### config.mk
export PLATFORM = sky130hd
export DESIGN_NAME = base64_decoder_strict
export DESIGN_NICKNAME = d
export VERILOG_FILES = /design/src/sv/b64d_pkg.sv /design/src/sv/b64d_front.sv /design/src/sv/b64d_cmdq.sv /design/src/sv/b64d_back.sv /design/src/sv/base64_decoder_strict.sv
export SDC_FILE = /design/constraint.sdc
export NUM_CORES = 1
export LEC_CHECK = 0
export ABC_AREA = 1
export BUFFER_PORTS_ARGS = -buffer_cell sky130_fd_sc_hd__buf_2
export CAP_MARGIN = 15
export CORE_AREA = 2 2 118 120
export DETAILED_ROUTE_END_ITERATION = 8
export DIE_AREA = 0 0 120 122
export MAX_ROUTING_LAYER = met4
export PLACE_DENSITY_LB_ADDON = 0.12
export SYNTH_ARGS = -nofsm -noshare
export SYNTH_HDL_FRONTEND = slang
export SYNTH_SLANG_ARGS = --single-unit
### constraint.sdc
create_clock -name clk -period 3.5 [get_ports clk]
set_clock_uncertainty 0.2 [all_clocks]
set_input_delay 0.525 -clock clk [delete_from_list [all_inputs] [get_ports clk]]
set_output_delay 0.525 -clock clk [all_outputs]
set_load 0.01 [all_outputs]
### src/sv/b64d_pkg.sv
// Package with shared types, codes and the symbol decode table of the base64 decoder.
`timescale 1ns / 1ps
`default_nettype none
package b64d_pkg;

    // Status codes carried in the end result.
    localparam logic [1:0] STATUS_OK         = 2'd0;
    localparam logic [1:0] STATUS_INVALID    = 2'd1;
    localparam logic [1:0] STATUS_INCOMPLETE = 2'd2;

    // Marker returned by the symbol decoder for a character outside the alphabet.
    localparam logic [7:0] SYM_INVALID = 8'hFF;

    // Characters with a special meaning.
    localparam logic [7:0] CH_PAD   = 8'h3D;
    localparam logic [7:0] CH_PLUS  = 8'h2B;
    localparam logic [7:0] CH_SLASH = 8'h2F;

    // Default depth of the command queue between front and back.
    localparam int CMDQ_DEPTH_DEFAULT = 4;

    // One command from the front: the bytes of a finished group and/or the end result.
    typedef struct packed {
        logic [23:0] word;
        logic [1:0]  nbytes;
        logic        fin;
        logic [1:0]  status;
    } cmd_t;

    function automatic logic [7:0] symbol_value(input logic [7:0] c);
        logic [7:0] v;
        if (c >= 8'h41 && c <= 8'h5A)
        begin
            v = c - 8'h41;
        end
        else if (c >= 8'h61 && c <= 8'h7A)
        begin
            v = c - 8'h61 + 8'd26;
        end
        else if (c >= 8'h30 && c <= 8'h39)
        begin
            v = c - 8'h30 + 8'd52;
        end
        else if (c == CH_PLUS)
        begin
            v = 8'd62;
        end
        else if (c == CH_SLASH)
        begin
            v = 8'd63;
        end
        else if (c == CH_PAD)
        begin
            v = 8'd0;
        end
        else
        begin
            v = SYM_INVALID;
        end
        return v;
    endfunction

endpackage
`default_nettype wire

### src/sv/b64d_front.sv
// Front end: accepts characters, gathers groups and issues byte and end commands.
`timescale 1ns / 1ps
`default_nettype none
module b64d_front
(
    input  wire logic          clk,
    input  wire logic          rst_n,
    input  wire logic          push,
    input  wire logic [7:0]    char_code,
    input  wire logic          end_of_text,
    input  wire logic          empty_marker,
    input  wire logic          cmd_full,
    output b64d_pkg::cmd_t     cmd,
    output logic               cmd_push
);
    import b64d_pkg::*;

    logic [17:0] hold_reg;
    logic [17:0] hold_next;
    logic [1:0]  group_reg;
    logic [1:0]  group_next;
    logic [2:0]  pad_reg;
    logic [2:0]  pad_next;
    logic [1:0]  error_reg;
    logic [1:0]  error_next;

    logic        accept;
    logic        last;
    logic [7:0]  sym;
    logic        group_done;

    assign accept = push && !cmd_full;
    assign last   = end_of_text || empty_marker;
    assign sym    = symbol_value(char_code);

    always_comb
    begin
        hold_next  = hold_reg;
        group_next = group_reg;
        pad_next   = pad_reg;
        error_next = error_reg;
        group_done = 1'b0;
        cmd.word   = {hold_reg, sym[5:0]};
        cmd.nbytes = 2'd0;
        cmd.fin    = 1'b0;
        cmd.status = STATUS_OK;

        if (!empty_marker && error_reg == STATUS_OK)
        begin
            if (sym == SYM_INVALID)
            begin
                error_next = STATUS_INVALID;
            end
            else
            begin
                if (char_code == CH_PAD)
                begin
                    pad_next = pad_reg + 3'd1;
                end
                if (group_reg != 2'd3)
                begin
                    hold_next  = {hold_reg[11:0], sym[5:0]};
                    group_next = group_reg + 2'd1;
                end
                else
                begin
                    group_done = 1'b1;
                end
            end
        end

        if (group_done)
        begin
            // Pads counted so far, this character included, set the byte count.
            if (pad_next == 3'd0)
            begin
                cmd.nbytes = 2'd3;
            end
            else if (pad_next == 3'd1)
            begin
                cmd.nbytes = 2'd2;
            end
            else
            begin
                cmd.nbytes = 2'd1;
            end
            hold_next  = '0;
            group_next = 2'd0;
            pad_next   = 3'd0;
        end

        if (last)
        begin
            cmd.fin = 1'b1;
            if (error_next != STATUS_OK)
            begin
                cmd.status = error_next;
            end
            else if (group_next != 2'd0)
            begin
                cmd.status = STATUS_INCOMPLETE;
            end
            hold_next  = '0;
            group_next = 2'd0;
            pad_next   = 3'd0;
            error_next = STATUS_OK;
        end

        cmd_push = accept && (group_done || last);
    end

    always_ff @(posedge clk or negedge rst_n)
    begin
        if (!rst_n)
        begin
            hold_reg  <= '0;
            group_reg <= 2'd0;
            pad_reg   <= 3'd0;
            error_reg <= STATUS_OK;
        end
        else if (accept)
        begin
            hold_reg  <= hold_next;
            group_reg <= group_next;
            pad_reg   <= pad_next;
            error_reg <= error_next;
        end
    end

    // The string state is clear once the last character of a string is taken.
    assert property (@(posedge clk) disable iff (!rst_n)
        (accept && last) |=> (group_reg == 2'd0 && error_reg == STATUS_OK && pad_reg == 3'd0))
        else $error("front state not cleared after end of string");

    // A command always carries at least one result.
    assert property (@(posedge clk) disable iff (!rst_n)
        cmd_push |-> (cmd.nbytes != 2'd0 || cmd.fin))
        else $error("front issued an empty command");

endmodule
`default_nettype wire

### src/sv/b64d_cmdq.sv
// Short command queue between the front end and the result sequencer.
`timescale 1ns / 1ps
`default_nettype none
module b64d_cmdq
#(
    parameter int DEPTH = b64d_pkg::CMDQ_DEPTH_DEFAULT
)
(
    input  wire logic           clk,
    input  wire logic           rst_n,
    input  wire logic           wr_en,
    input  wire b64d_pkg::cmd_t wr_data,
    input  wire logic           rd_en,
    output b64d_pkg::cmd_t      rd_data,
    output logic                rd_valid,
    output logic                is_full
);
    import b64d_pkg::*;

    localparam int PTR_W = (DEPTH > 1) ? $clog2(DEPTH) : 1;
    localparam int CNT_W = $clog2(DEPTH + 1);
    localparam logic [PTR_W-1:0] LAST_PTR = PTR_W'(DEPTH - 1);
    localparam logic [CNT_W-1:0] FULL_CNT = CNT_W'(DEPTH);

    cmd_t             mem_reg [DEPTH];
    logic [PTR_W-1:0] wr_ptr_reg;
    logic [PTR_W-1:0] rd_ptr_reg;
    logic [CNT_W-1:0] count_reg;
    logic [CNT_W-1:0] count_next;

    assign rd_data  = mem_reg[rd_ptr_reg];
    assign rd_valid = (count_reg != '0);
    assign is_full  = (count_reg == FULL_CNT);

    always_comb
    begin
        count_next = count_reg;
        if (wr_en && !rd_en)
        begin
            count_next = count_reg + CNT_W'(1);
        end
        else if (rd_en && !wr_en)
        begin
            count_next = count_reg - CNT_W'(1);
        end
    end

    always_ff @(posedge clk)
    begin
        if (wr_en)
        begin
            mem_reg[wr_ptr_reg] <= wr_data;
        end
    end

    always_ff @(posedge clk or negedge rst_n)
    begin
        if (!rst_n)
        begin
            wr_ptr_reg <= '0;
            rd_ptr_reg <= '0;
            count_reg  <= '0;
        end
        else
        begin
            if (wr_en)
            begin
                wr_ptr_reg <= (wr_ptr_reg == LAST_PTR) ? '0 : wr_ptr_reg + PTR_W'(1);
            end
            if (rd_en)
            begin
                rd_ptr_reg <= (rd_ptr_reg == LAST_PTR) ? '0 : rd_ptr_reg + PTR_W'(1);
            end
            count_reg <= count_next;
        end
    end

    assert property (@(posedge clk) disable iff (!rst_n)
        !(wr_en && is_full))
        else $error("command queue written while full");

    assert property (@(posedge clk) disable iff (!rst_n)
        !(rd_en && !rd_valid))
        else $error("command queue read while empty");

endmodule
`default_nettype wire

### src/sv/b64d_back.sv
// Back end: expands each command into data and end results behind an output register.
`timescale 1ns / 1ps
`default_nettype none
module b64d_back
(
    input  wire logic           clk,
    input  wire logic           rst_n,
    input  wire b64d_pkg::cmd_t cmd,
    input  wire logic           cmd_valid,
    output logic                cmd_pop,
    output logic                empty,
    input  wire logic           pop,
    output logic [7:0]          data_byte,
    output logic                has_byte,
    output logic                is_final,
    output logic [1:0]          status
);
    import b64d_pkg::*;

    logic       out_valid_reg;
    logic [7:0] data_reg;
    logic       has_reg;
    logic       fin_reg;
    logic [1:0] status_reg;
    logic [1:0] idx_reg;
    logic [1:0] idx_next;

    logic       out_load;
    logic [2:0] total;
    logic       is_last;
    logic       is_data;
    logic [7:0] sel_byte;

    assign out_load = !out_valid_reg || pop;
    assign total    = {1'b0, cmd.nbytes} + {2'b00, cmd.fin};
    assign is_last  = ({1'b0, idx_reg} == (total - 3'd1));
    assign is_data  = (idx_reg < cmd.nbytes);
    assign cmd_pop  = out_load && cmd_valid && is_last;

    always_comb
    begin
        case (idx_reg)
            2'd0:    sel_byte = cmd.word[23:16];
            2'd1:    sel_byte = cmd.word[15:8];
            default: sel_byte = cmd.word[7:0];
        endcase
        idx_next = idx_reg;
        if (out_load && cmd_valid)
        begin
            idx_next = is_last ? 2'd0 : idx_reg + 2'd1;
        end
    end

    always_ff @(posedge clk)
    begin
        if (out_load && cmd_valid)
        begin
            data_reg   <= is_data ? sel_byte : 8'd0;
            has_reg    <= is_data;
            fin_reg    <= !is_data;
            status_reg <= is_data ? STATUS_OK : cmd.status;
        end
    end

    always_ff @(posedge clk or negedge rst_n)
    begin
        if (!rst_n)
        begin
            out_valid_reg <= 1'b0;
            idx_reg       <= 2'd0;
        end
        else
        begin
            if (out_load)
            begin
                out_valid_reg <= cmd_valid;
            end
            idx_reg <= idx_next;
        end
    end

    assign empty     = !out_valid_reg;
    assign data_byte = data_reg;
    assign has_byte  = has_reg;
    assign is_final  = fin_reg;
    assign status    = status_reg;

    // A waiting result is either a data byte or the end result, and only the latter has status.
    assert property (@(posedge clk) disable iff (!rst_n)
        !empty |-> ((has_byte != is_final) && (has_byte ? status == STATUS_OK : 1'b1)))
        else $error("malformed result");

    // The position inside a command only moves while a command is present.
    assert property (@(posedge clk) disable iff (!rst_n)
        (!cmd_valid) |=> $stable(idx_reg))
        else $error("result index moved without a command");

endmodule
`default_nettype wire

### src/sv/base64_decoder_strict.sv
// Top level of the strict base64 decoder: front end, command queue and result sequencer.
// Takes one character per cycle while full is low; a group's results pass through the
// command queue and the output register, and leave it at one per cycle while pop is held,
// so a group of four characters and its up to four results sustain one request per cycle.
// full follows the command queue (CMDQ_DEPTH commands) that parts front and back.
// Asynchronous active-low reset empties the command queue and the output register and starts a fresh string.
`timescale 1ns / 1ps
`default_nettype none
module base64_decoder_strict
#(
    parameter int CMDQ_DEPTH = b64d_pkg::CMDQ_DEPTH_DEFAULT
)
(
    input  wire logic       clk,
    input  wire logic       rst_n,
    input  wire logic       push,
    output logic            full,
    input  wire logic [7:0] char_code,
    input  wire logic       end_of_text,
    input  wire logic       empty_marker,
    output logic            empty,
    input  wire logic       pop,
    output logic [7:0]      data_byte,
    output logic            has_byte,
    output logic            is_final,
    output logic [1:0]      status
);
    import b64d_pkg::*;

    cmd_t front_cmd;
    cmd_t head_cmd;
    logic front_push;
    logic head_valid;
    logic head_pop;

    b64d_front u_front
    (
        .clk          (clk),
        .rst_n        (rst_n),
        .push         (push),
        .char_code    (char_code),
        .end_of_text  (end_of_text),
        .empty_marker (empty_marker),
        .cmd_full     (full),
        .cmd          (front_cmd),
        .cmd_push     (front_push)
    );

    b64d_cmdq #(.DEPTH(CMDQ_DEPTH)) u_cmdq
    (
        .clk      (clk),
        .rst_n    (rst_n),
        .wr_en    (front_push),
        .wr_data  (front_cmd),
        .rd_en    (head_pop),
        .rd_data  (head_cmd),
        .rd_valid (head_valid),
        .is_full  (full)
    );

    b64d_back u_back
    (
        .clk       (clk),
        .rst_n     (rst_n),
        .cmd       (head_cmd),
        .cmd_valid (head_valid),
        .cmd_pop   (head_pop),
        .empty     (empty),
        .pop       (pop),
        .data_byte (data_byte),
        .has_byte  (has_byte),
        .is_final  (is_final),
        .status    (status)
    );

endmodule
`default_nettype wire
# After elaboration in Yosys (flattened, before gate mapping)
# Memory sizes are Yosys's and may differ from the RTL's.
# Cells that the tools add are included.
# op_classes
n_mux	41
n_eq_ne	12
n_lt_le_gt_ge	7
n_reduce_logical	29
n_addsub	14
# op_table
op	count
18-bit 2-to-1 mux	5
8-bit 2-to-1 mux	6
2-bit 2-to-1 mux	16
8-bit by 6-bit == test with 1-bit output (second input constant)	3
3-bit 2-to-1 mux	8
8-bit by 7-bit greater-or-equal comparator with 1-bit output (second input constant)	2
8-bit by 7-bit less-or-equal comparator with 1-bit output (second input constant)	2
8-bit one-hot mux with 2 select lines	1
8-bit by 7-bit subtractor with 8-bit output (second input constant)	2
1-bit logical AND	10
3-bit nonzero test	3
2-bit by 1-bit adder with 2-bit output (second input constant)	4
8-bit by 5-bit adder with 8-bit output (second input constant)	1
8-bit by 6-bit adder with 8-bit output (second input constant)	1
8-bit == test (second input constant)	1
8-bit by 6-bit greater-or-equal comparator with 1-bit output (second input constant)	1
8-bit by 6-bit less-or-equal comparator with 1-bit output (second input constant)	1
8-bit by 6-bit subtractor with 8-bit output (second input constant)	1
3-bit by 1-bit adder with 3-bit output (second input constant)	2
1-bit logical NOT	6
2-bit nonzero test	3
3-bit by 1-bit subtractor with 3-bit output (second input constant)	2
1-bit 2-to-1 mux	5
2-bit == test (second input constant)	2
other kinds (12)	15
# word_totals
ff_bits	47
mem_count	1
out_inout_bits	14
input_bits	14
mem_bits_rw	116
# memory_table
name	words	width	rd	rd_clocked_by_memory_dff	wr	line_no	rtl
u_cmdq.mem_reg	4	29	1	0	1	b64d_cmdq.sv:25	cmd_t mem_reg [DEPTH];

# Longest topological paths before layout
# Gate-level depths: netlist of the first run.
# depth
depth_word	16
ltp_mapped	23

# Cells and area by module
# Synthesis of the first run repeated with hierarchy kept, for this count alone.
# unflattened
hier_cells	769
area_unflattened_um2	7967.6
# modules_own_cells
module	n_inst	seq_area_each_um2	area_each_um2	cells_per_inst
b64d_cmdq	1	3658.5	5165.0	390
b64d_front	1	625.6	1963.1	278
b64d_back	1	435.4	839.6	101

# Worst setup path before layout of the first run
# No wires, ideal clock.
# synth_timing
kind	input-to-reg
start	input port char_code[2]
end	memory u_cmdq.mem_reg[0][0] (netlist bit) (enable)
n_path_buf	1
t_arrival_ns	3.276
path_stages	17
setup_slack_ns	-0.391
setup_time_ns	0.415
path_cell_list	buf_4 -> inv_1 -> ha_1 -> nand2_1 -> nand2_1 -> nand2_1 -> nand2_2 -> clkinv_1 -> nand2_1 -> nand2_1 -> nand2_1 -> nor2_2 -> nand3_2 -> nand3_2 -> nand2_2 -> nand2_2 -> nor2_1
# synth_between
elab_chain_len	14
word_cells_on_any_way	30
# synth_rtl
element	line_no	rtl
start, declared	base64_decoder_strict.sv:18	input wire logic [7:0] char_code,
parallel branches: the longest is 6 deep, another holds 8-bit by 6-bit subtractor with 8-bit output	n/a	
8-bit 2-to-1 mux (*)	b64d_pkg.sv:32	if (c >= 8'h41 && c <= 8'h5A)
8-bit == test (*)	b64d_front.sv:50	if (sym == SYM_INVALID)
1-bit 2-to-1 mux (*)	b64d_front.sv:50	
1-bit 2-to-1 mux (*)	b64d_front.sv:48	if (!empty_marker && error_reg == STATUS_OK)
1-bit logical OR (*)	b64d_front.sv:109	cmd_push = accept && (group_done || last);
1-bit logical AND (*)	b64d_front.sv:109	
1-bit 2-to-1 mux (*)	b64d_cmdq.sv:50	if (wr_en)
1-bit 2-to-1 mux (not written as such) (*)	b64d_cmdq.sv:52	mem_reg[wr_ptr_reg] <= wr_data;
end, declared	b64d_cmdq.sv:25	
# Mark *: on every way between the ends.

# Worst setup path in the final report of the first run
# layout_timing
start	register u_cmdq.rd_ptr_reg[0]
end	register u_cmdq.count_reg[2]
# layout_between
elab_chain_len	8
word_cells_on_any_way	10
# layout_rtl
element	line_no	rtl
start, declared	b64d_cmdq.sv:27	logic [PTR_W-1:0] rd_ptr_reg;
start signal, assigned	b64d_cmdq.sv:72	rd_ptr_reg <= (rd_ptr_reg == LAST_PTR) ? '0 : rd_ptr_reg + PTR_W'(1);
memory 4 x 29 bit (*)	n/a	
2-bit by 1-bit adder with 3-bit output (*)	b64d_back.sv:35	assign total = {1'b0, cmd.nbytes} + {2'b00, cmd.fin};
3-bit by 1-bit subtractor with 3-bit output (*)	b64d_back.sv:36	assign is_last = ({1'b0, idx_reg} == (total - 3'd1));
2-bit by 3-bit == test with 1-bit output (*)	b64d_back.sv:36	
1-bit logical AND (*)	b64d_back.sv:38	assign cmd_pop = out_load && cmd_valid && is_last;
1-bit logical NOT	b64d_cmdq.sv:38	if (wr_en && !rd_en)
1-bit logical AND	b64d_cmdq.sv:38	
3-bit 2-to-1 mux / 2-bit nonzero test (equally long branches)	n/a	
end signal, assigned	b64d_cmdq.sv:74	count_reg <= count_next;
end, declared	b64d_cmdq.sv:28	logic [CNT_W-1:0] count_reg;
# Mark *: on every way between the ends. The rest lies on a longest branch, timed or not.
# A chain may end at the register's enable or synchronous reset.

==> results.sh, run 1 <==
export IMPL_status="completed"
export IMPL_ios=28
export IMPL_whs_ns=0.0363
export IMPL_p_per_area_nw_per_um2=806
export IMPL_crit_type="reg2reg"
export IMPL_largest_reg_flops=116
export IMPL_cp_max_fo=25
export IMPL_insertion_delay_ns=0.42
export IMPL_core_area_sq_um=13500
export IMPL_ys_warn_count=0
export IMPL_period_needed_ns=3.22
export IMPL_combPwrFrac=0.334
export IMPL_path_clk_slew_ns=0.06
export IMPL_cts_buffers=17
export IMPL_slew_headroom=0.396
export IMPL_syn_area_sq_um=7380
export IMPL_ys_seq_elements=163
export IMPL_wl_um=16400
export IMPL_max_slew_worst_pin_slew_ns=0.906
export IMPL_synth_seq_area_share=0.639
export IMPL_routed_via_density=5.62
export IMPL_min_period_over_period=0.919
export IMPL_cp_required_ns=3.60
export IMPL_p_sw_frac=0.347
export IMPL_die_x_um=120
export IMPL_synth_distinct_cells=37
export IMPL_netlist_top_cells_area="edfxtp_1 (52%), dfrtp_1 (12%), nor2_1 (5.7%)"
export IMPL_p_leak_nw=3.41
export IMPL_grt_max_degree=37
export IMPL_clockRootBuffer="clkbuf_16"
export IMPL_yosysTopAreaCell="edfxtp_1"
export IMPL_clock_sinks=163
export IMPL_finalCoreUtilization=0.629
export IMPL_synthCells=696
export IMPL_htree_levels=4
export IMPL_ys_async_sr_fraction=0.215
export IMPL_critPathCaptureType="flip-flop"
export IMPL_avgSynthCellArea_sq_um=10.6
export IMPL_setup_viol=0
export IMPL_start_kind="flip-flop"
export IMPL_ant_nets=0
export IMPL_tritoncts="built"
export IMPL_synth_edf_count=128
export IMPL_io_buffers=27
export IMPL_die_height_um=122
export IMPL_hold_class="in2async"
export IMPL_rsz0062_at_grt="no"
export IMPL_drc=0
export IMPL_initial_core_util=0.547
export IMPL_globalRouteOverflowTotal=0
export IMPL_groute_usage_overall=0.247
export IMPL_antenna_found_initial=0
export IMPL_layout_nets=777
export IMPL_drtIter0Drc=316
export IMPL_drive_above_1_share=0.150
export IMPL_yosysTopAreaCellShare=0.521
export IMPL_globalplace_congestion=0.849
export IMPL_maxCapViolations=0
export IMPL_hold_buffers=0
export IMPL_syn_nets=731
export IMPL_dpl_hpwl_um=10200
export IMPL_antennaDiodeCount=0
export IMPL_finalHoldViolCount=0
export IMPL_grt_pass1_vias=5192
export IMPL_p_seq_frac=0.399
export IMPL_met1_usage=0.305
export IMPL_pwr_share_clk=0.268
export IMPL_die_area_sq_um=14600
export IMPL_first_pass_iters=5
export IMPL_timing_fmax_ghz=0.311
export IMPL_tns_ns=0
export IMPL_clockBufferDepth=2
export IMPL_synth_flop_cell="edfxtp_1"
export IMPL_detail_route_wl_per_cell_um=17.5
export IMPL_drv_slew=0
export IMPL_top_usage_layer="met2"
export IMPL_num_rows=43
export IMPL_peakVddDrop_v=0.000484
export IMPL_area_delta_synth_final_pct=15.1
export IMPL_p_sw_mw=2.38
export IMPL_arrival_ns=3.32
export IMPL_grt_pass1_wl_um=26600
export IMPL_grtUsageMet3=0.0534
export IMPL_internal_power_mw=4.47
export IMPL_num_vias=5258
export IMPL_met2_usage=0.404
## cell usage in the layout, fill, tap and decap left out, types with 3 or more instances in the layout
cell	instances
nand3_2	3
a221oi_1	8
clkbuf_8	4
clkbuf_16	17
edfxtp_1	128
a21oi_1	23
ha_1	20
inv_2	4
nor2_2	10
xor2_1	5
nor2_1	107
nand2_2	7
o22ai_1	18
clkinvlp_4	4
clkbuf_1	3
buf_12	5
o21ai_0	71
inv_1	52
dfrtp_1	34
buf_4	21
nand2_1	88
nand3_1	66
xnor2_1	5
buf_2	27
## per-layer routing
layer / up-vias / share of wire
met2: 152 / 0.49
met1: 2569 / 0.43
met5: - / 0
met3: 26 / 0.054
li1: 2511 / -
met4: 0 / 0.019
## per-stage QoR
step | total power, mW | setup slack (ns) | std cells | area, sq um
final | 6.85 | 0.282 | 935 | 8490
after global routing | 7.25 | 0.0344 | 935 | 8490
after CTS | 6.80 | 0.0269 | 931 | 8440
after detailed placement | 4.96 | -0.0273 | 899 | 7850
after global placement | 4.90 | 0.0195 | 899 | 7850
after floorplan | 4.18 | -0.391 | 696 | 7380
## worst paths after layout
kind                                                  start                                to  slack (ns)  depth (start not counted)
max                        u_cmdq.rd_ptr_reg[0]$_DFFE_PN0P_   u_cmdq.count_reg[2]$_DFFE_PN0P_        0.28                         16
min                                                   rst_n  u_cmdq.rd_ptr_reg[1]$_DFFE_PN0P_        0.04                          1
max reg2reg                u_cmdq.rd_ptr_reg[0]$_DFFE_PN0P_   u_cmdq.count_reg[2]$_DFFE_PN0P_        0.28                         16
min reg2reg                u_front.hold_reg[17]$_DFFE_PN0P_   u_cmdq.mem_reg[2][28]$_DFFE_PP_        0.32                          0
max in group asynchronous                             rst_n  u_cmdq.rd_ptr_reg[0]$_DFFE_PN0P_        2.45                          1
min in group clk                                        pop  u_back.out_valid_reg$_DFFE_PN0P_        0.12                          2
## power by group through the flow
| stage | sequential [mW] | clock (mW) | combinational [mW] |
|---|---|---|---|
| 6_report | 2.73 | 1.83 | 2.28 |
| 5_1_grt | 2.77 | 1.94 | 2.55 |
| 4_1_cts | 2.72 | 1.85 | 2.22 |
| 3_5_place_dp | 2.76 | 0 | 2.20 |
| 3_3_place_gp | 2.75 | 0 | 2.15 |
| 2_1_floorplan | 2.78 | 0 | 1.41 |
## cells in the mapped netlist (7+ instances only)
| cell type | instances |
|---|---|
| ha_1 | 20 |
| nand3_1 | 66 |
| o22ai_1 | 18 |
| o21ai_0 | 71 |
| nand2_1 | 88 |
| clkbuf_1 | 15 |
| dfrtp_1 | 35 |
| a21oi_1 | 23 |
| edfxtp_1 | 128 |
| inv_1 | 53 |
| nand2_2 | 7 |
| a221oi_1 | 8 |
| nor2_1 | 112 |
## layout make-up
class,count,area [sq um]
fillers,1025,5010
flip-flops and latches,163,4720
multi-input cells,447,2330
clock buffers,24,492
repair buffers,53,393
inverters,60,231
well taps,180,225
clock inverters,8,101
## critical path, stage by stage (launching register included)
cell     delay (ns)
dfrtp_2        0.41
buf_12         0.18
nand2_1        0.08
a32o_1         0.25
ha_1           0.19
ha_1           0.29
xnor2_1        0.16
nor2_1         0.07
inv_1          0.14
nor2_2         0.09
inv_1          0.07
ha_1           0.13
inv_1          0.06
fa_1           0.37
a21oi_1        0.14
o21ai_0        0.11
xor2_1         0.15
## repair_timing
action	in CTS	in global routing
endpoints found under the setup margin	0	2
endpoints found under the hold margin	0	0
setup buffers	0	4
gates resized for setup	0	6
## kinds of logic after synthesis
kind of cell | share of synthesized area
AO/OA/AOI/OAI | 0.0966
XOR/XNOR | 0.0119
adder cells (fa/ha/maj) | 0.0366
buffers and inverters | 0.0475
flip-flops | 0.639
AND/OR/NAND/NOR | 0.168
(Power assumes the default switching activity.)
==> run 2: changes to the inputs <==
CORE_AREA = 2 2 123 125   (was 2 2 118 120)
DIE_AREA = 0 0 125 127   (was 0 0 120 122)
PLACE_DENSITY = 0.75   (was default)
PLACE_DENSITY_LB_ADDON = default   (was 0.12)
SYNTH_HIERARCHICAL = 1   (was default)
==> run 2 against run 1 <==
Core utilization down 1.3 points. Die area up 8.4%. Global-route usage down 1.8 points. Hold slack better by 0.011 ns. Clock power down 4%. Routed wire length up 1.0%. Non-clock buffer count down 11.
==> results.sh, run 2 <==
export IMPL_status="completed"
export IMPL_groute_usage_overall=0.229
export IMPL_rsz0062_at_grt="no"
export IMPL_p_leak_nw=3.92
export IMPL_grt_max_degree=53
export IMPL_p_per_area_nw_per_um2=779
export IMPL_dp_slack_ns=0.0679
export IMPL_num_vias=5470
export IMPL_regToRegStartpoint="u_cmdq/rd_ptr_reg[0]$_DFFE_PN0P_"
export IMPL_tritoncts="built"
export IMPL_grt_pass1_wl_um=27700
export IMPL_timing_fmax_ghz=0.315
export IMPL_antenna_found_initial=0
export IMPL_cts_setup_buffers=0
export IMPL_ys_warn_count=6
export IMPL_area_delta_synth_final_pct=11.5
export IMPL_yosysTopAreaCell="edfxtp_1"
export IMPL_crit_type="reg2reg"
export IMPL_r2r_cells=18
export IMPL_setup_viol=0
export IMPL_drv_slew=0
export IMPL_synth_flop_cell="edfxtp_1"
export IMPL_clockBufferDepth=2
export IMPL_yosysTopAreaCellShare=0.482
export IMPL_die_x_um=125
export IMPL_detail_route_wl_per_cell_um=16.6
export IMPL_crit_top_cell="nand2_1"
export IMPL_avgSynthCellArea_sq_um=10.4
export IMPL_initial_core_util=0.552
export IMPL_cp_num_buf_inv=5
export IMPL_yosys_cell_count_top_type="nand2_1"
export IMPL_peakVddDrop_v=0.000403
export IMPL_insertion_delay_ns=0.42
export IMPL_layout_common_cells="nand2_1 (219), edfxtp_1 (128), inv_1 (103)"
export IMPL_io_buffers=27
export IMPL_cp_required_ns=3.61
export IMPL_critPathCaptureType="flip-flop"
export IMPL_antennaDiodeCount=0
export IMPL_drtIter0Drc=452
export IMPL_synth_commonest_cells="nand2_1 (219), edfxtp_1 (128), inv_1 (107)"
export IMPL_ys_seq_elements=163
export IMPL_clockRootBuffer="clkbuf_16"
export IMPL_hold_class="in2async"
export IMPL_layout_nets=836
export IMPL_ios=28
export IMPL_pwr_share_clk=0.253
export IMPL_globalRouteOverflowTotal=0
export IMPL_n_fill_cell=1131
export IMPL_multi_input_area_sq_um=2610
export IMPL_routed_via_density=5.48
export IMPL_synth_seq_area_share=0.592
export IMPL_reg2reg_slack_ns=0.33
export IMPL_p_sw_frac=0.369
export IMPL_arrival_ns=3.28
export IMPL_core_area_sq_um=14400
export IMPL_synth_distinct_cells=38
export IMPL_die_height_um=127
export IMPL_wl_um=16600
export IMPL_p_seq_frac=0.394
export IMPL_syn_nets=804
export IMPL_first_pass_iters=6
export IMPL_setup_ws_ns=0.330
export IMPL_path_cells="clkinv_2 -> nand2_1 -> o211ai_1 -> nand2_1 -> inv_1 -> ha_1 -> ha_1 -> nand2_1 -> inv_1 -> nor2_1 -> nand2_1 -> nor2_2 -> inv_1 -> ha_1 -> inv_1 -> fa_1 -> nand2_1 -> nand2_1"
export IMPL_syn_area_sq_um=7970
export IMPL_internal_power_mw=4.37
export IMPL_cp_max_fo=15
export IMPL_drive_above_1_share=0.176
export IMPL_finalHoldViolCount=0
export IMPL_hold_buffers=0
export IMPL_worst_path_max_delay_cell="fa_1"
export IMPL_synthCells=769
export IMPL_crit_path_max_incr_delay_ns=0.42
export IMPL_synth_edf_count=128
export IMPL_ys_async_sr_fraction=0.215
export IMPL_drc=0
export IMPL_num_rows=44
export IMPL_p_sw_mw=2.56
export IMPL_largest_reg_flops=116
export IMPL_maxCapViolations=0
export IMPL_period_needed_ns=3.17
export IMPL_cts_buffers=17
export IMPL_slew_headroom=0.371
export IMPL_r2r_end="u_cmdq/count_reg[1]$_DFFE_PN0P_"
export IMPL_dpl_hpwl_um=10500
export IMPL_grt_pass1_vias=5558
export IMPL_total_power_mw=6.93
export IMPL_min_period_over_period=0.906
export IMPL_max_slew_worst_pin_slew_ns=0.943
export IMPL_sequential_cell_area_sq_um=4720
export IMPL_die_area_sq_um=15900
export IMPL_cpLargestDelayFamily="adder cells"
export IMPL_final_common_cell="nand2_1"
export IMPL_tns_ns=0
export IMPL_clock_sinks=163
export IMPL_ant_nets=0
export IMPL_htree_levels=4
export IMPL_netlist_top_cells_area="edfxtp_1 (48%), dfrtp_1 (11%), nand2_1 (10%)"
export IMPL_combPwrFrac=0.353
export IMPL_path_clk_slew_ns=0.06
export IMPL_globalplace_congestion=0.846
export IMPL_start_kind="flip-flop"
## run 2: worst max-delay path by stage
| stage | start | to | cells after the start |
|---|---|---|---|
| floorplan | char_code[2] | u_cmdq/count_reg[2]$_DFFE_PN0P_ | 21 |
| global placement | char_code[1] | u_cmdq/count_reg[2]$_DFFE_PN0P_ | 22 |
| detailed placement | char_code[1] | u_cmdq/count_reg[2]$_DFFE_PN0P_ | 22 |
| CTS | u_cmdq/rd_ptr_reg[0]$_DFFE_PN0P_ | u_cmdq/count_reg[1]$_DFFE_PN0P_ | 18 |
| global route | u_cmdq/rd_ptr_reg[0]$_DFFE_PN0P_ | u_cmdq/count_reg[1]$_DFFE_PN0P_ | 18 |
| finish | u_cmdq/rd_ptr_reg[0]$_DFFE_PN0P_ | u_cmdq/count_reg[1]$_DFFE_PN0P_ | 18 |
## run 2: layout make-up
class,count,area share
multi-input cells,458,0.294
clock buffers,21,0.0518
well taps,184,0.0259
inverters,119,0.0527
clock inverters,11,0.0115
repair buffers,42,0.0335
flip-flops and latches,163,0.531
## run 2: per-layer routing
layer | global-route usage | routed length, um | vias up
li1 | - | - | 2630
met1 | 0.275 | 7000 | 2652
met2 | 0.387 | 8480 | 167
met3 | 0.0465 | 843 | 21
met4 | 0.0850 | 219 | 0
met5 | - | 0 | -
## run 2: repair_timing
action,4_1_cts,5_1_grt
endpoints found under the hold margin,0,0
setup endpoints to repair,0,2
gates resized for setup,0,1
## run 2: logic make-up (layout without fill, tap and decap cells)
kind of cell,after synthesis,after routing,share of synthesized area
AND/OR/NAND/NOR,330,330,0.182
flip-flops,163,163,0.592
XOR/XNOR,8,8,0.00879
AO/OA/AOI/OAI,99,99,0.103
adder cells (fa/ha/maj),21,21,0.0339
buffers and inverters,148,193,0.0806
## run 2: power by group through the flow
stage          combinational, mW  clock (mW)  sequential [mW]
2_1_floorplan               1.78           0             2.77
3_3_place_gp                2.33           0             2.74
3_5_place_dp                2.42           0             2.77
4_1_cts                     2.44        1.77             2.73
5_1_grt                     2.75        1.86             2.77
6_report                    2.45        1.75             2.73
## run 2: metrics by stage
step                      area, sq um  hold slack, ns  std cells  utilization
after global placement           8320           0.266        966        0.577
after detailed placement         8320           0.276        966        0.577
final                            8890          0.0477        998        0.616
after floorplan                  7980          0.0294        769            -
after global routing             8890          0.0873        998        0.616
after CTS                        8880          0.0525        998        0.616
==> run 3: changes to the inputs <==
GPL_TIMING_DRIVEN = 0   (was default)
==> run 3 against run 2 <==
Fmax shrank 4.9%. Die area unchanged. Flip-flop and latch count is the same. Total power grew 8.5%. First-iteration DRC count up 32%. Via count grew 5.0%. Sequential power hardly changed. Combinational power increased by 15%. Worst setup slack got worse by 0.16 ns. Routed wire length up 15%. Clock power is 13% higher. Register-to-register slack lost 0.16 ns. Critical path type unchanged.
==> results.sh, run 3 (synthesized netlist as in run 2, its figures left out) <==
export IMPL_worst_path_max_delay_cell="fa_1"
export IMPL_cts_buffers=17
export IMPL_p_per_area_nw_per_um2=815
export IMPL_core_area_sq_um=14400
export IMPL_grt_pass1_vias=5773
export IMPL_hold_buffers=0
export IMPL_drv_slew=0
export IMPL_combPwrFrac=0.375
export IMPL_critPathCaptureType="flip-flop"
export IMPL_first_pass_iters=5
export IMPL_routed_via_density=5.60
export IMPL_detail_route_wl_per_cell_um=18.6
export IMPL_die_x_um=125
export IMPL_globalRouteOverflowTotal=0
export IMPL_cpLargestDelayFamily="adder cells"
export IMPL_path_cells="inv_2 -> buf_2 -> nand2_1 -> o211ai_2 -> nand2_1 -> inv_1 -> ha_1 -> ha_1 -> nand2_1 -> inv_1 -> nor2_1 -> nand2_2 -> nor2_4 -> inv_1 -> ha_2 -> inv_1 -> fa_1 -> nand2_1 -> nand2_1"
export IMPL_tritoncts="built"
export IMPL_sequential_cell_area_sq_um=4720
export IMPL_finalHoldViolCount=0
export IMPL_cp_num_buf_inv=6
export IMPL_p_leak_nw=4.08
export IMPL_crit_type="reg2reg"
export IMPL_antenna_found_initial=0
export IMPL_arrival_ns=3.46
export IMPL_path_clk_slew_ns=0.06
export IMPL_initial_core_util=0.552
export IMPL_ant_nets=0
export IMPL_maxCapViolations=0
export IMPL_crit_top_cell="nand2_1"
export IMPL_pwr_share_clk=0.262
export IMPL_io_buffers=25
export IMPL_die_area_sq_um=15900
export IMPL_p_sw_mw=2.77
export IMPL_timing_fmax_ghz=0.300
export IMPL_grt_pass1_wl_um=30200
export IMPL_groute_usage_overall=0.256
export IMPL_die_height_um=127
export IMPL_rsz0062_at_grt="no"
export IMPL_peakVddDrop_v=0.000408
export IMPL_clockRootBuffer="clkbuf_16"
export IMPL_cp_max_fo=10
export IMPL_clockBufferDepth=2
export IMPL_n_fill_cell=1095
export IMPL_dpl_hpwl_um=11900
export IMPL_clock_sinks=163
export IMPL_area_delta_synth_final_pct=15.8
export IMPL_total_power_mw=7.52
export IMPL_min_period_over_period=0.952
export IMPL_hold_class="in2async"
export IMPL_antennaDiodeCount=0
export IMPL_cp_required_ns=3.62
export IMPL_status="completed"
export IMPL_num_vias=5743
export IMPL_internal_power_mw=4.75
export IMPL_largest_reg_flops=116
export IMPL_num_rows=44
export IMPL_ios=28
export IMPL_whs_ns=0.00800
export IMPL_crit_path_max_incr_delay_ns=0.43
export IMPL_period_needed_ns=3.33
export IMPL_insertion_delay_ns=0.43
export IMPL_max_slew_worst_pin_slew_ns=0.870
export IMPL_drive_above_1_share=0.207
export IMPL_layout_nets=863
export IMPL_multi_input_area_sq_um=2650
export IMPL_setup_viol=0
export IMPL_htree_levels=4
export IMPL_globalplace_congestion=0.949
export IMPL_grt_max_degree=36
export IMPL_drtIter0Drc=596
export IMPL_slew_headroom=0.420
export IMPL_start_kind="flip-flop"
export IMPL_drc=0
export IMPL_final_common_cell="nand2_1"
export IMPL_p_sw_frac=0.368
export IMPL_wl_um=19100
export IMPL_layout_common_cells="nand2_1 (217), edfxtp_1 (128), inv_1 (102)"
export IMPL_p_seq_frac=0.363
==> run 3: cell types whose count changed in the layout (fill, tap and decap cells not counted), moves of 3 or more <==
cell	previous run	this run
buf_12	4	7
buf_2	27	37
bufinv_16	1	4
buf_6	0	5
==> run 3: timing repair <==
action,in CTS,in global routing
pin swaps,0,2
cloned,4,0
resized for setup,8,19
buffers inserted,8,5
hold endpoints to repair,0,0
setup endpoints to repair,118,46
==> run 3: final timing paths <==
path	to	startpoint	cells past startpoint	slack, ns
worst max-delay path	u_cmdq/count_reg[1]$_DFFE_PN0P_	u_cmdq/rd_ptr_reg[0]$_DFFE_PN0P_	19	0.17
worst min-delay path	u_back/idx_reg[1]$_DFFE_PN0P_	rst_n	1	0.008
worst max register to register	u_cmdq/count_reg[1]$_DFFE_PN0P_	u_cmdq/rd_ptr_reg[0]$_DFFE_PN0P_	19	0.17
worst min register to register	u_cmdq/count_reg[2]$_DFFE_PN0P_	u_cmdq/count_reg[2]$_DFFE_PN0P_	2	0.27
max in group asynchronous	u_front/hold_reg[4]$_DFFE_PN0P_	rst_n	1	2.54
min in group clk	u_back/out_valid_reg$_DFFE_PN0N_	pop	4	0.15
==> run 3: power groups by stage <==
stage               Clock (mW)  Sequential (mW)  Combinational (mW)
finish                    1.97             2.73                2.82
floorplan                    0             2.77                1.78
detailed placement           0             2.77                2.56
global placement             0             2.74                2.48
CTS                       1.98             2.73                2.71
global route              2.06             2.77                3.05
==> run 3: layout make-up <==
type / count / area share
sequential: 163 / 0.512
multi-input combinational: 458 / 0.287
clock buffer: 23 / 0.0518
inverter: 119 / 0.0506
timing repair buffer: 38 / 0.0326
tap: 184 / 0.0250
buffer: 27 / 0.0214
clock inverter: 9 / 0.0165
timing repair inverter: 4 / 0.00326
==> run 3: metal layers <==
layer	vias to the layer above	GRT usage	routed length [um]
met5	-	-	0
met4	0	0.114	583
met1	2763	0.303	7560
li1	2695	-	-
met3	53	0.0456	1210
met2	232	0.434	9690
==> run 3: through the flow <==
step	utilization	instance area, sq um	setup slack [ns]	instances	setup TNS [ns]
after floorplan	-	7980	0.0143	769	0
after global placement	0.578	8340	-0.688	978	-79.59
after detailed placement	0.578	8340	-0.760	978	-86.97
after CTS	0.633	9140	0.00562	1022	0
after global routing	0.640	9230	0.00925	1025	0
final	0.640	9230	0.168	1025	0
